--- config.mk ---
export PLATFORM = sky130hd
export DESIGN_NAME = sfdp_flash_parameter_decoder_top
export DESIGN_NICKNAME = d
export VERILOG_FILES = /design/src/rtl/core/sfdp_pkg.sv /design/src/rtl/core/sfdp_flash_parameter_decoder_top.sv /design/src/rtl/core/sfdp_front.sv /design/src/rtl/core/sfdp_queue.sv /design/src/rtl/core/sfdp_back.sv
export SDC_FILE = /design/constraint.sdc
export NUM_CORES = 1
export LEC_CHECK = 0
export ABC_AREA = 1
export ABC_CLOCK_PERIOD_IN_PS = 14500
export BUFFER_PORTS_ARGS = -buffer_cell sky130_fd_sc_hd__buf_2
export CAP_MARGIN = 10
export CORE_MARGIN = 2
export CORE_UTILIZATION = 25
export CTS_CLUSTER_DIAMETER = 80
export DETAILED_ROUTE_END_ITERATION = 16
export PLACE_DENSITY = 0.46
export REMOVE_ABC_BUFFERS = 1
export SKIP_LAST_GASP = 1
export SYNTH_ARGS = -nofsm -noshare
export SYNTH_HDL_FRONTEND = slang
export SYNTH_SLANG_ARGS = --single-unit
--- constraint.sdc ---
create_clock -name clk -period 14.5 [get_ports clk]
set_clock_uncertainty 0.1 [all_clocks]
set_input_delay 2.9 -clock clk [delete_from_list [all_inputs] [get_ports clk]]
set_output_delay 2.9 -clock clk [all_outputs]
set_load 0.005 [all_outputs]
--- src/rtl/core/sfdp_pkg.sv ---
// shared types, constants and word positions for the sfdp table decoder
`timescale 1ns / 1ps
`default_nettype none

package sfdp_pkg;

  // table store geometry
  localparam int MAX_TABLE_WORDS = 16;
  localparam int IDX_W           = $clog2(MAX_TABLE_WORDS);

  // queue between front and back
  localparam int QUEUE_DEPTH = 2;
  localparam int QPTR_W      = $clog2(QUEUE_DEPTH);
  localparam int QCNT_W      = $clog2(QUEUE_DEPTH + 1);

  // dword positions used by the decode
  localparam logic [IDX_W-1:0] WORD_DENSITY    = IDX_W'(1);
  localparam logic [IDX_W-1:0] WORD_ERASE_LO   = IDX_W'(7);
  localparam logic [IDX_W-1:0] WORD_ERASE_HI   = IDX_W'(8);
  localparam logic [IDX_W-1:0] WORD_ERASE_TIME = IDX_W'(9);
  localparam logic [IDX_W-1:0] WORD_PAGE       = IDX_W'(10);
  localparam logic [IDX_W-1:0] WORD_QER        = IDX_W'(14);
  localparam logic [IDX_W-1:0] WORD_FOUR_BYTE  = IDX_W'(15);

  // defaults for the erase settings
  localparam logic [4:0]  DEF_SMALL_LOG2 = 5'd12;
  localparam logic [7:0]  DEF_SMALL_OP   = 8'h20;
  localparam logic [14:0] DEF_SMALL_MS   = 15'd50;
  localparam logic [4:0]  DEF_LARGE_LOG2 = 5'd16;
  localparam logic [7:0]  DEF_LARGE_OP   = 8'hD8;
  localparam logic [14:0] DEF_LARGE_MS   = 15'd150;
  localparam logic [15:0] DEF_PAGE_BYTES = 16'd256;

  // 4-byte addressing threshold (16 MiB)
  localparam logic [31:0] FOUR_BYTE_LIMIT = 32'h0100_0000;

  // erase time unit codes
  typedef enum logic [1:0] {
    UNIT_1MS    = 2'd0,
    UNIT_16MS   = 2'd1,
    UNIT_128MS  = 2'd2,
    UNIT_1000MS = 2'd3
  } erase_unit_t;

  // finished table, as handed from the front to the back
  typedef struct packed {
    logic [IDX_W-1:0] last_index;
    logic [31:0]      density;
    logic [31:0]      erase_lo;
    logic [31:0]      erase_hi;
    logic [31:0]      erase_time;
    logic [31:0]      page;
    logic [31:0]      qer;
    logic [31:0]      four_byte;
  } sfdp_record_t;

  // decoded result
  typedef struct packed {
    logic        status;
    logic [31:0] size_bytes;
    logic [15:0] page_bytes;
    logic [4:0]  small_erase_log2;
    logic [7:0]  small_erase_opcode;
    logic [14:0] small_erase_ms;
    logic [4:0]  large_erase_log2;
    logic [7:0]  large_erase_opcode;
    logic [14:0] large_erase_ms;
    logic [2:0]  quad_enable_method;
    logic        four_byte_needs_wren;
    logic        four_byte_address;
  } sfdp_result_t;

endpackage

`default_nettype wire

--- src/rtl/core/sfdp_flash_parameter_decoder_top.sv ---
// top level of the sfdp basic flash parameter table decoder
`timescale 1ns / 1ps
`default_nettype none

// Takes the dwords of a basic flash parameter table, one transfer per cycle
// while the queue has room, each with its index and a last-word mark; the
// table length is the last index plus one. The last dword snapshots the
// table into a two-entry queue and clears the store, so the store is free
// for a new table. The back end decodes the head of the queue combinationally
// and loads it into the result register when the queue pops, so a result
// passes the queue entry and then the result register. Input ready drops
// only while the queue is full, i.e. while two finished tables wait behind
// a stalled output. Dwords never received read as zero; no clearing pass.
module sfdp_flash_parameter_decoder_top (
  input  wire logic        clk,
  input  wire logic        rst,
  input  wire logic        in_valid,
  output logic             in_ready,
  input  wire logic [3:0]  word_index,
  input  wire logic [31:0] word_value,
  input  wire logic        last_word,
  output logic             out_valid,
  input  wire logic        out_ready,
  output logic             status,
  output logic [31:0]      size_bytes,
  output logic [15:0]      page_bytes,
  output logic [4:0]       small_erase_log2,
  output logic [7:0]       small_erase_opcode,
  output logic [14:0]      small_erase_ms,
  output logic [4:0]       large_erase_log2,
  output logic [7:0]       large_erase_opcode,
  output logic [14:0]      large_erase_ms,
  output logic [2:0]       quad_enable_method,
  output logic             four_byte_needs_wren,
  output logic             four_byte_address
);

  sfdp_pkg::sfdp_record_t push_data;
  sfdp_pkg::sfdp_record_t head;
  sfdp_pkg::sfdp_result_t result;
  logic                   q_full;
  logic                   q_push;
  logic                   q_pop;
  logic                   q_not_empty;

  // store and table hand-off
  sfdp_front u_front (
    .clk        (clk),
    .rst        (rst),
    .in_valid   (in_valid),
    .in_ready   (in_ready),
    .word_index (word_index),
    .word_value (word_value),
    .last_word  (last_word),
    .q_full     (q_full),
    .q_push     (q_push),
    .q_data     (push_data)
  );

  // queue of finished tables
  sfdp_queue u_queue (
    .clk       (clk),
    .rst       (rst),
    .push      (q_push),
    .push_data (push_data),
    .full      (q_full),
    .pop       (q_pop),
    .not_empty (q_not_empty),
    .head      (head)
  );

  // decode and result register
  sfdp_back u_back (
    .clk         (clk),
    .rst         (rst),
    .q_not_empty (q_not_empty),
    .q_head      (head),
    .q_pop       (q_pop),
    .out_valid   (out_valid),
    .out_ready   (out_ready),
    .result      (result)
  );

  // result fields out to ports
  assign status               = result.status;
  assign size_bytes           = result.size_bytes;
  assign page_bytes           = result.page_bytes;
  assign small_erase_log2     = result.small_erase_log2;
  assign small_erase_opcode   = result.small_erase_opcode;
  assign small_erase_ms       = result.small_erase_ms;
  assign large_erase_log2     = result.large_erase_log2;
  assign large_erase_opcode   = result.large_erase_opcode;
  assign large_erase_ms       = result.large_erase_ms;
  assign quad_enable_method   = result.quad_enable_method;
  assign four_byte_needs_wren = result.four_byte_needs_wren;
  assign four_byte_address    = result.four_byte_address;

endmodule

`default_nettype wire

--- src/rtl/core/sfdp_front.sv ---
// front end: dword store and hand-off of each completed table
`timescale 1ns / 1ps
`default_nettype none

module sfdp_front (
  input  wire logic                         clk,
  input  wire logic                         rst,
  input  wire logic                         in_valid,
  output logic                              in_ready,
  input  wire logic [sfdp_pkg::IDX_W-1:0]   word_index,
  input  wire logic [31:0]                  word_value,
  input  wire logic                         last_word,
  input  wire logic                         q_full,
  output logic                              q_push,
  output sfdp_pkg::sfdp_record_t            q_data
);

  logic [31:0]                          store [sfdp_pkg::MAX_TABLE_WORDS];
  logic [sfdp_pkg::MAX_TABLE_WORDS-1:0] valid;
  logic [31:0]                          rd [sfdp_pkg::MAX_TABLE_WORDS];
  logic                                 xfer;

  assign in_ready = !q_full;
  assign xfer     = in_valid && in_ready;
  assign q_push   = xfer && last_word;

  // view of the table as seen with the current dword included
  always_comb begin
    for (int k = 0; k < sfdp_pkg::MAX_TABLE_WORDS; k++) begin
      if (word_index == sfdp_pkg::IDX_W'(k)) begin
        rd[k] = word_value;
      end else if (sfdp_pkg::IDX_W'(k) < word_index && valid[k]) begin
        rd[k] = store[k];
      end else begin
        rd[k] = 32'd0;
      end
    end
  end

  // record of the dwords the decode needs
  always_comb begin
    q_data.last_index = word_index;
    q_data.density    = rd[sfdp_pkg::WORD_DENSITY];
    q_data.erase_lo   = rd[sfdp_pkg::WORD_ERASE_LO];
    q_data.erase_hi   = rd[sfdp_pkg::WORD_ERASE_HI];
    q_data.erase_time = rd[sfdp_pkg::WORD_ERASE_TIME];
    q_data.page       = rd[sfdp_pkg::WORD_PAGE];
    q_data.qer        = rd[sfdp_pkg::WORD_QER];
    q_data.four_byte  = rd[sfdp_pkg::WORD_FOUR_BYTE];
  end

  // valid bits, cleared at the end of every table
  always_ff @(posedge clk) begin
    if (rst) begin
      valid <= '0;
    end else if (xfer) begin
      if (last_word) begin
        valid <= '0;
      end else begin
        valid[word_index] <= 1'b1;
      end
    end
  end

  // dword store
  always_ff @(posedge clk) begin
    if (xfer && !last_word) begin
      store[word_index] <= word_value;
    end
  end

endmodule

`default_nettype wire

--- src/rtl/core/sfdp_queue.sv ---
// small fifo of completed tables between front and back
`timescale 1ns / 1ps
`default_nettype none

module sfdp_queue (
  input  wire logic                   clk,
  input  wire logic                   rst,
  input  wire logic                   push,
  input  wire sfdp_pkg::sfdp_record_t push_data,
  output logic                        full,
  input  wire logic                   pop,
  output logic                        not_empty,
  output sfdp_pkg::sfdp_record_t      head
);

  sfdp_pkg::sfdp_record_t            entries [sfdp_pkg::QUEUE_DEPTH];
  logic [sfdp_pkg::QPTR_W-1:0]       wr_ptr;
  logic [sfdp_pkg::QPTR_W-1:0]       rd_ptr;
  logic [sfdp_pkg::QCNT_W-1:0]       count;

  assign full      = (count == sfdp_pkg::QCNT_W'(sfdp_pkg::QUEUE_DEPTH));
  assign not_empty = (count != '0);
  assign head      = entries[rd_ptr];

  // pointers and fill level
  always_ff @(posedge clk) begin
    if (rst) begin
      wr_ptr <= '0;
      rd_ptr <= '0;
      count  <= '0;
    end else begin
      if (push) begin
        wr_ptr <= (wr_ptr == sfdp_pkg::QPTR_W'(sfdp_pkg::QUEUE_DEPTH - 1)) ? '0 : wr_ptr + 1'b1;
      end
      if (pop) begin
        rd_ptr <= (rd_ptr == sfdp_pkg::QPTR_W'(sfdp_pkg::QUEUE_DEPTH - 1)) ? '0 : rd_ptr + 1'b1;
      end
      if (push && !pop) begin
        count <= count + 1'b1;
      end else if (pop && !push) begin
        count <= count - 1'b1;
      end
    end
  end

  // entry storage
  always_ff @(posedge clk) begin
    if (push) begin
      entries[wr_ptr] <= push_data;
    end
  end

endmodule

`default_nettype wire

--- src/rtl/core/sfdp_back.sv ---
// back end: table decode and result register
`timescale 1ns / 1ps
`default_nettype none

module sfdp_back (
  input  wire logic                   clk,
  input  wire logic                   rst,
  input  wire logic                   q_not_empty,
  input  wire sfdp_pkg::sfdp_record_t q_head,
  output logic                        q_pop,
  output logic                        out_valid,
  input  wire logic                   out_ready,
  output sfdp_pkg::sfdp_result_t      result
);

  sfdp_pkg::sfdp_record_t rec;
  sfdp_pkg::sfdp_result_t dec;

  logic [31:0] size;
  logic [30:0] expo;
  logic [15:0] half [4];
  logic [7:0]  sh [4];
  logic [7:0]  op [4];
  logic        ok [4];
  logic [14:0] ms [4];
  logic [6:0]  tcode;
  logic [14:0] base;
  logic        timed;

  logic        s_found, l_found;
  logic [1:0]  s_idx, l_idx;
  logic [7:0]  s_sh, l_sh;
  logic [7:0]  s_op, l_op;
  logic [14:0] s_ms, l_ms;

  assign rec   = q_head;
  assign q_pop = q_not_empty && (!out_valid || out_ready);
  assign timed = (rec.last_index >= sfdp_pkg::WORD_ERASE_TIME);

  // density to byte size
  always_comb begin
    expo = rec.density[30:0];
    if (rec.density[31]) begin
      if (expo < 31'd3 || expo > 31'd34) begin
        size = 32'd0;
      end else begin
        size = 32'd1 << 5'(expo - 31'd3);
      end
    end else begin
      size = 32'(({1'b0, rec.density} + 33'd1) >> 3);
    end
  end

  // per erase type fields and typical times
  always_comb begin
    half[0] = rec.erase_lo[15:0];
    half[1] = rec.erase_lo[31:16];
    half[2] = rec.erase_hi[15:0];
    half[3] = rec.erase_hi[31:16];
    tcode   = '0;
    base    = '0;
    for (int i = 0; i < 4; i++) begin
      sh[i] = half[i][7:0];
      op[i] = half[i][15:8];
      ok[i] = (sh[i] != 8'd0) && (sh[i] <= 8'd31);
      tcode = rec.erase_time[4 + 7 * i +: 7];
      base  = 15'(tcode[4:0]) + 15'd1;
      unique case (sfdp_pkg::erase_unit_t'(tcode[6:5]))
        sfdp_pkg::UNIT_1MS:    ms[i] = base;
        sfdp_pkg::UNIT_16MS:   ms[i] = base << 4;
        sfdp_pkg::UNIT_128MS:  ms[i] = base << 7;
        sfdp_pkg::UNIT_1000MS: ms[i] = 15'(base * 15'd1000);
        default:               ms[i] = base;
      endcase
    end
  end

  // smallest and largest supported erase types, first one wins a tie
  always_comb begin
    s_found = 1'b0;
    l_found = 1'b0;
    s_idx   = '0;
    l_idx   = '0;
    s_sh    = '0;
    l_sh    = '0;
    s_op    = '0;
    l_op    = '0;
    s_ms    = '0;
    l_ms    = '0;
    for (int i = 0; i < 4; i++) begin
      if (ok[i]) begin
        if (!s_found || sh[i] < s_sh) begin
          s_found = 1'b1;
          s_idx   = 2'(i);
          s_sh    = sh[i];
          s_op    = op[i];
          s_ms    = ms[i];
        end
        if (!l_found || sh[i] > l_sh) begin
          l_found = 1'b1;
          l_idx   = 2'(i);
          l_sh    = sh[i];
          l_op    = op[i];
          l_ms    = ms[i];
        end
      end
    end
  end

  // assemble the decoded result
  always_comb begin
    dec.status     = (size == 32'd0);
    dec.size_bytes = size;
    if (rec.last_index >= sfdp_pkg::WORD_PAGE) begin
      dec.page_bytes = 16'd1 << rec.page[7:4];
    end else begin
      dec.page_bytes = sfdp_pkg::DEF_PAGE_BYTES;
    end
    dec.small_erase_log2   = sfdp_pkg::DEF_SMALL_LOG2;
    dec.small_erase_opcode = sfdp_pkg::DEF_SMALL_OP;
    dec.small_erase_ms     = sfdp_pkg::DEF_SMALL_MS;
    dec.large_erase_log2   = sfdp_pkg::DEF_LARGE_LOG2;
    dec.large_erase_opcode = sfdp_pkg::DEF_LARGE_OP;
    dec.large_erase_ms     = sfdp_pkg::DEF_LARGE_MS;
    if (s_found && l_found && s_idx != l_idx) begin
      dec.small_erase_log2   = s_sh[4:0];
      dec.small_erase_opcode = s_op;
      dec.large_erase_log2   = l_sh[4:0];
      dec.large_erase_opcode = l_op;
      if (timed) begin
        dec.small_erase_ms = s_ms;
        dec.large_erase_ms = l_ms;
      end
    end
    dec.quad_enable_method = (rec.last_index >= sfdp_pkg::WORD_QER) ?
                             rec.qer[22:20] : 3'd0;
    dec.four_byte_needs_wren = (rec.last_index >= sfdp_pkg::WORD_FOUR_BYTE) ?
                               rec.four_byte[25] : 1'b0;
    dec.four_byte_address = (size > sfdp_pkg::FOUR_BYTE_LIMIT);
  end

  // result register and its valid flag
  always_ff @(posedge clk) begin
    if (rst) begin
      out_valid <= 1'b0;
    end else if (q_pop) begin
      out_valid <= 1'b1;
    end else if (out_ready) begin
      out_valid <= 1'b0;
    end
  end

  always_ff @(posedge clk) begin
    if (q_pop) begin
      result <= dec;
    end
  end

endmodule

`default_nettype wire
; After elaboration in Yosys (flattened, before gate mapping)
; Memories as Yosys holds them, arrays and structs flattened. A register that Yosys moved wholly into a read port is not among the register bits.
; Cells that the tools add are included.
[totals]
ff_bits = 131
out_inout_bits = 112
ramBits = 968
input_bits = 41
elab_cells = 233
mem_count = 2
[op_classes]
n_reduce_logical = 51
n_addsub = 10
n_eq_ne = 21
multipliers = 4
muxes = 99
n_shift = 2
magnitude_cmp = 26
bitwise = 1
[memory_table]
columns = name, words, width, rd, rd_clocked_by_memory_dff, write_ports, line_no
row1 = u_front.store, 16, 32, 7, 0, 1, sfdp_front.sv:18  ; logic [31:0] store [sfdp_pkg::MAX_TABLE_WORDS];
row2 = u_queue.entries, 2, 228, 1, 1, 1, sfdp_queue.sv:16  ; sfdp_pkg::sfdp_record_t entries [sfdp_pkg::QUEUE_DEPTH];
[op_table]
columns = cell, count
row1 = 32-bit 2-to-1 mux, 16
row2 = 15-bit case mux with 4 select lines, 4
row3 = 15-bit 2-to-1 mux, 13
row4 = 8-bit 2-to-1 mux, 22
row5 = 15-bit by 7-bit multiplier with 12-bit output (second input constant), 4
row6 = 32-bit by 1-bit adder with 33-bit output (second input constant), 1
row7 = 32-bit by 25-bit greater-than comparator with 1-bit output (second input constant), 1
row8 = 8-bit by 5-bit <= comparator with 1-bit output (second input constant), 4
row9 = 32-bit logical NOT, 1
row10 = 8-bit nonzero test, 4
row11 = 1-bit by 5-bit left shift with 32-bit output (first input constant), 1
row12 = 31-bit by 6-bit greater-than comparator with 1-bit output (second input constant), 1
row13 = 31-bit by 2-bit less-than comparator with 1-bit output (second input constant), 1
row14 = 1-bit 2-to-1 mux, 26
row15 = 5-bit by 1-bit adder with 6-bit output (second input constant), 4
row16 = 8-bit greater-than comparator, 3
row17 = 8-bit less-than comparator, 3
row18 = 2-bit 2-to-1 mux, 12
row19 = 4-bit equality test (second input constant), 5
row20 = 1-bit logical AND, 20
row21 = 4-bit less-than comparator (first input constant), 5
row22 = 5-bit 2-to-1 mux, 4
row23 = 2-bit equality test (second input constant), 9
row24 = 4-bit >= comparator (second input constant), 4
row25 = other kinds (21), 46

; Depth between registers and ports, before layout
[depth]
word_depth = 18
ltp_mapped = 52

; Cells and area by module
; A second synthesis with hierarchy kept.
[unflattened]
cells_unflattened = 3249
area_unflattened_um2 = 38162.9
[modules_own_cells]
columns = module, instances, area_per_inst_um2, seq_area_each_um2, cells_each
row1 = sfdp_queue, 1, 16764.8, 13793.2, 742
row2 = sfdp_back, 1, 12762.2, 3323.2, 1736
row3 = sfdp_front, 1, 8635.8, 5885.6, 771

; Least setup slack after synthesis
; OpenSTA, ideal clock, no wires.
[synth_path]
path_kind = in2reg
startpoint = in out_ready
endpoint = reg u_queue.count[1] in the netlist's numbering
cell_stages = 8
slack_ns = 4.743
arrival_time_ns = 9.534
setup_time_ns = 0.122
n_path_buf = 0
cell_sequence = nor2_1 a21oi_1 inv_1 ha_1 a21oi_1 o21ai_0 o21ai_0 a21oi_1
[synth_via]
elab_chain_len = 5
[synth_lines]
columns = element, line_no
row1 = start: declaration, sfdp_flash_parameter_decoder_top.sv:23  ; input wire logic out_ready,
row2 = 1-bit logical OR *, sfdp_back.sv:37  ; assign q_pop = q_not_empty && (!out_valid || out_ready);
row3 = 1-bit logical AND *, sfdp_back.sv:37
row4 = net q_pop, sfdp_flash_parameter_decoder_top.sv:43  ; logic q_pop;
row5 = 1-bit logical NOT, sfdp_queue.sv:38  ; if (push && !pop) begin
row6 = 1-bit logical AND, sfdp_queue.sv:38
row7 = 2-bit 2-to-1 mux / 2-bit nonzero test (equally long branches), --
row8 = end signal: assignment, sfdp_queue.sv:39  ; count <= count + 1'b1;
row9 = end signal: assignment, sfdp_queue.sv:41  ; count <= count - 1'b1;
row10 = end: declaration, sfdp_queue.sv:19  ; logic [sfdp_pkg::QCNT_W-1:0] count;
; Mark *: on every way through the listed nets, which the timed path passes. The rest lies on a longest branch.
; A chain may end at the register's enable or synchronous reset.

==> results.tsv <==
metric	value	unit
status	complete, no violations	
H-Tree Depth	2	
HP Class	reg -> reg	
CTS tree	built	
nets	3208	
Worst Reg-to-Reg Cells	50	
Overall Power	8.13	mW
core box area	0.113	mm²
most used cell, CP	nand2_1	
antenna violations before repair	8	
CP delay by family, top	simple AND/OR/NAND/NOR gates	
Setup crit end kind	register	
r2r endpoint	u_back.result[57]	
final RePlAce weighted congestion	0.870	
Rows	123	
cts bufs inserted	60	
Pleak	13.0	nW
HP Start	u_queue.rd_ptr	
max frequency	105	MHz
Post-DP HPWL	63900	µm
post-CTS setup buffer count	0	
DRC errors left	0	
EDFF count, synth	513	
first-pass GRT wire length	131000	µm
post-CTS sizing	0	
root buf cell	clkbuf_16	
I/O pins	153	
fillcell total	11804	
layout cell share with drive strength beyond 1	13.4	%
worst-margin pin slew	1160	ps
setup slack, reg-to-reg	4960	ps
Yosys reg bits	525	
DRT iter0 DRCs	1473	
initial core utilization	25.3	%
Worst path max stage delay	640	ps
Final Hold Fails	0	
Startpoint Class	register	
Die W	342	µm
Tmin final	9540	ps
most frequent cells in the layout	edfxtp_1, inv_1, nand2_1, nor2_1, o21ai_0	
Synth Instances	2835	
CP arrival	9780	ps
Pre-antenna DRT Iters	5	
worst-path maximum fanout	49	
Die Y	342	µm
worst skew pair latency	630	ps
vias in the first global route	20061	
vias per inst	4.52	
dominant synthesized flop cell	edfxtp_1	
total number of vias	20519	
CP max stage cell	dfxtp_4	
largest net degree at the start of global routing	61	
DRT Wirelength	87500	µm
worst hold slack	349	ps
number of distinct library cells after synthesis	62	
syn_area_per_cell	10.1	µm²
stages on the worst setup path	50	
total grt overflow	0	
gr usage total	14.8	%
TNS Setup	0	ps
Area Overhead vs Synth	15.6	%
Cell Area, Synth	0.0285	mm²
CP bufs+invs	11	
crit path kind	reg -> reg	
register area share after synthesis	54.9	%
clk slew on worst S/H paths	60	ps
final max-slew violation count	0	
P per Cell Area	247	mW/mm²
hold-fix buffers at CTS	0	
CTS Sinks	525	
wire per inst	19.3	µm
area of the multi-input gates	0.0106	mm²
Peak VDD IR	0.208	mV
Max-cap violations	0	
FFs w/ async S/R, synth	0	%
Final period util	65.8	%
YS warnings	0	
remaining antenna violation count	0	
Slew headroom	21.8	%
final setup fails	0	
Die ar.	0.117	mm²
IO Port Bufs	152	
Seq. cell area	0.0157	mm²
Critical Path RT	14740	ps
Util after Layout	29.2	%
commonest non-fill, non-tap cell in the layout	edfxtp_1	
clk buf depth	3	
RSZ-0062 raised after global routing	no	
Critical Path End	u_back.result[57]	
-- layout make-up --
type	instances	area share [%]
flip-flops and latches	525	47.5
well taps	1500	5.69
inverters	499	5.68
clock buffers	72	4.76
multi-input cells	1727	32.3
diodes	1	0.00759
repair buffers	180	2.95
clock inverters	38	1.14
-- per-layer routing --
metal / global-route usage (%) / part of all wire [%] / vias to the layer above
li1: - / - / 9932
met1: 20.8 / 47 / 9919
met2: 23.8 / 46 / 543
met3: 2.07 / 5.0 / 123
met4: 3.78 / 2.5 / 2
met5: 0 / 0.0091 / -
-- worst min-delay path by stage --
stage | end | slack (ps) | cells past startpoint
2_1_floorplan | register | 330 | 1
3_3_place_gp | u_queue.rd_ptr | 340 | 1
3_5_place_dp | u_queue.rd_ptr | 340 | 1
4_1_cts | u_queue.rd_ptr | 350 | 1
5_1_grt | u_queue.rd_ptr | 380 | 1
6_report | u_queue.rd_ptr | 350 | 1
-- Yosys cell counts (7+ instances only) --
library cell | number | area [µm²]
o32ai_1 | 9 | 78.8
inv_1 | 476 | 1790
o21ai_1 | 41 | 205
buf_6 | 9 | 101
nor3_1 | 16 | 80.1
buf_1 | 7 | 26.3
o221ai_1 | 15 | 131
nor4_1 | 9 | 56.3
nand2_2 | 14 | 87.6
dfxtp_1 | 12 | 240
nand4_1 | 16 | 100
edfxtp_1 | 513 | 15400
or2_1 | 19 | 119
nor2_4 | 7 | 78.8
buf_2 | 14 | 70.1
nor2_1 | 256 | 961
clkbuf_1 | 64 | 240
a21oi_1 | 67 | 335
o22ai_1 | 75 | 469
a31oi_1 | 8 | 50.1
o211ai_1 | 60 | 450
fa_1 | 48 | 961
xor2_1 | 11 | 96.3
nor2_2 | 17 | 106
o21ai_2 | 12 | 105
o21ai_0 | 197 | 986
ha_1 | 126 | 1580
nand2_1 | 392 | 1470
nand3_1 | 152 | 761
xnor2_1 | 8 | 70.1
mux2i_1 | 41 | 410
inv_2 | 19 | 71.3
or2_2 | 40 | 250
-- sequential cells by signal (all words and copies together) (netlist names), named ones only --
name and cells:
u_queue.count 2, u_back.out_valid 1, u_back.result 110, u_front.valid 6
u_front.store 131, u_queue.rd_ptr 1, u_queue.entries 272, u_queue.wr_ptr 1
-- report_power, final --
| group | switching, mW | total, mW | internal (mW) |
|---|---|---|---|
| Combinational | 3.02 | 4.58 | 1.55 |
| Sequential | 0.0903 | 2.06 | 1.97 |
| Clock | 0.619 | 1.49 | 0.876 |
| Total | 3.73 | 8.13 | 4.40 |
-- stage by stage --
| stage | setup WS, ps | std cells | cell area, µm² |
|---|---|---|---|
| 2_1_floorplan | 2960 | 2751 | 28100 |
| 3_3_place_gp | 5060 | 4431 | 31000 |
| 3_5_place_dp | 4870 | 4431 | 31000 |
| 4_1_cts | 4840 | 4541 | 33000 |
| 5_1_grt | 3700 | 4541 | 33000 |
| 6_report | 4960 | 4542 | 33000 |
-- cells by family (layout without fill, tap and decap cells) --
| family | after synthesis | in the layout | share of synthesized area (%) |
|---|---|---|---|
| XOR/XNOR | 19 | 19 | 0.584 |
| other | 1 | 16 | 0.0132 |
| adder cells (fa/ha/maj) | 174 | 174 | 8.90 |
| multiplexers | 41 | 41 | 1.44 |
| flip-flops | 525 | 525 | 54.9 |
| AO/OA/AOI/OAI | 511 | 511 | 10.7 |
| AND/OR/NAND/NOR | 967 | 967 | 15.3 |
| buffers and inverters | 597 | 789 | 8.21 |
Power figures use the tool's default switching activity.
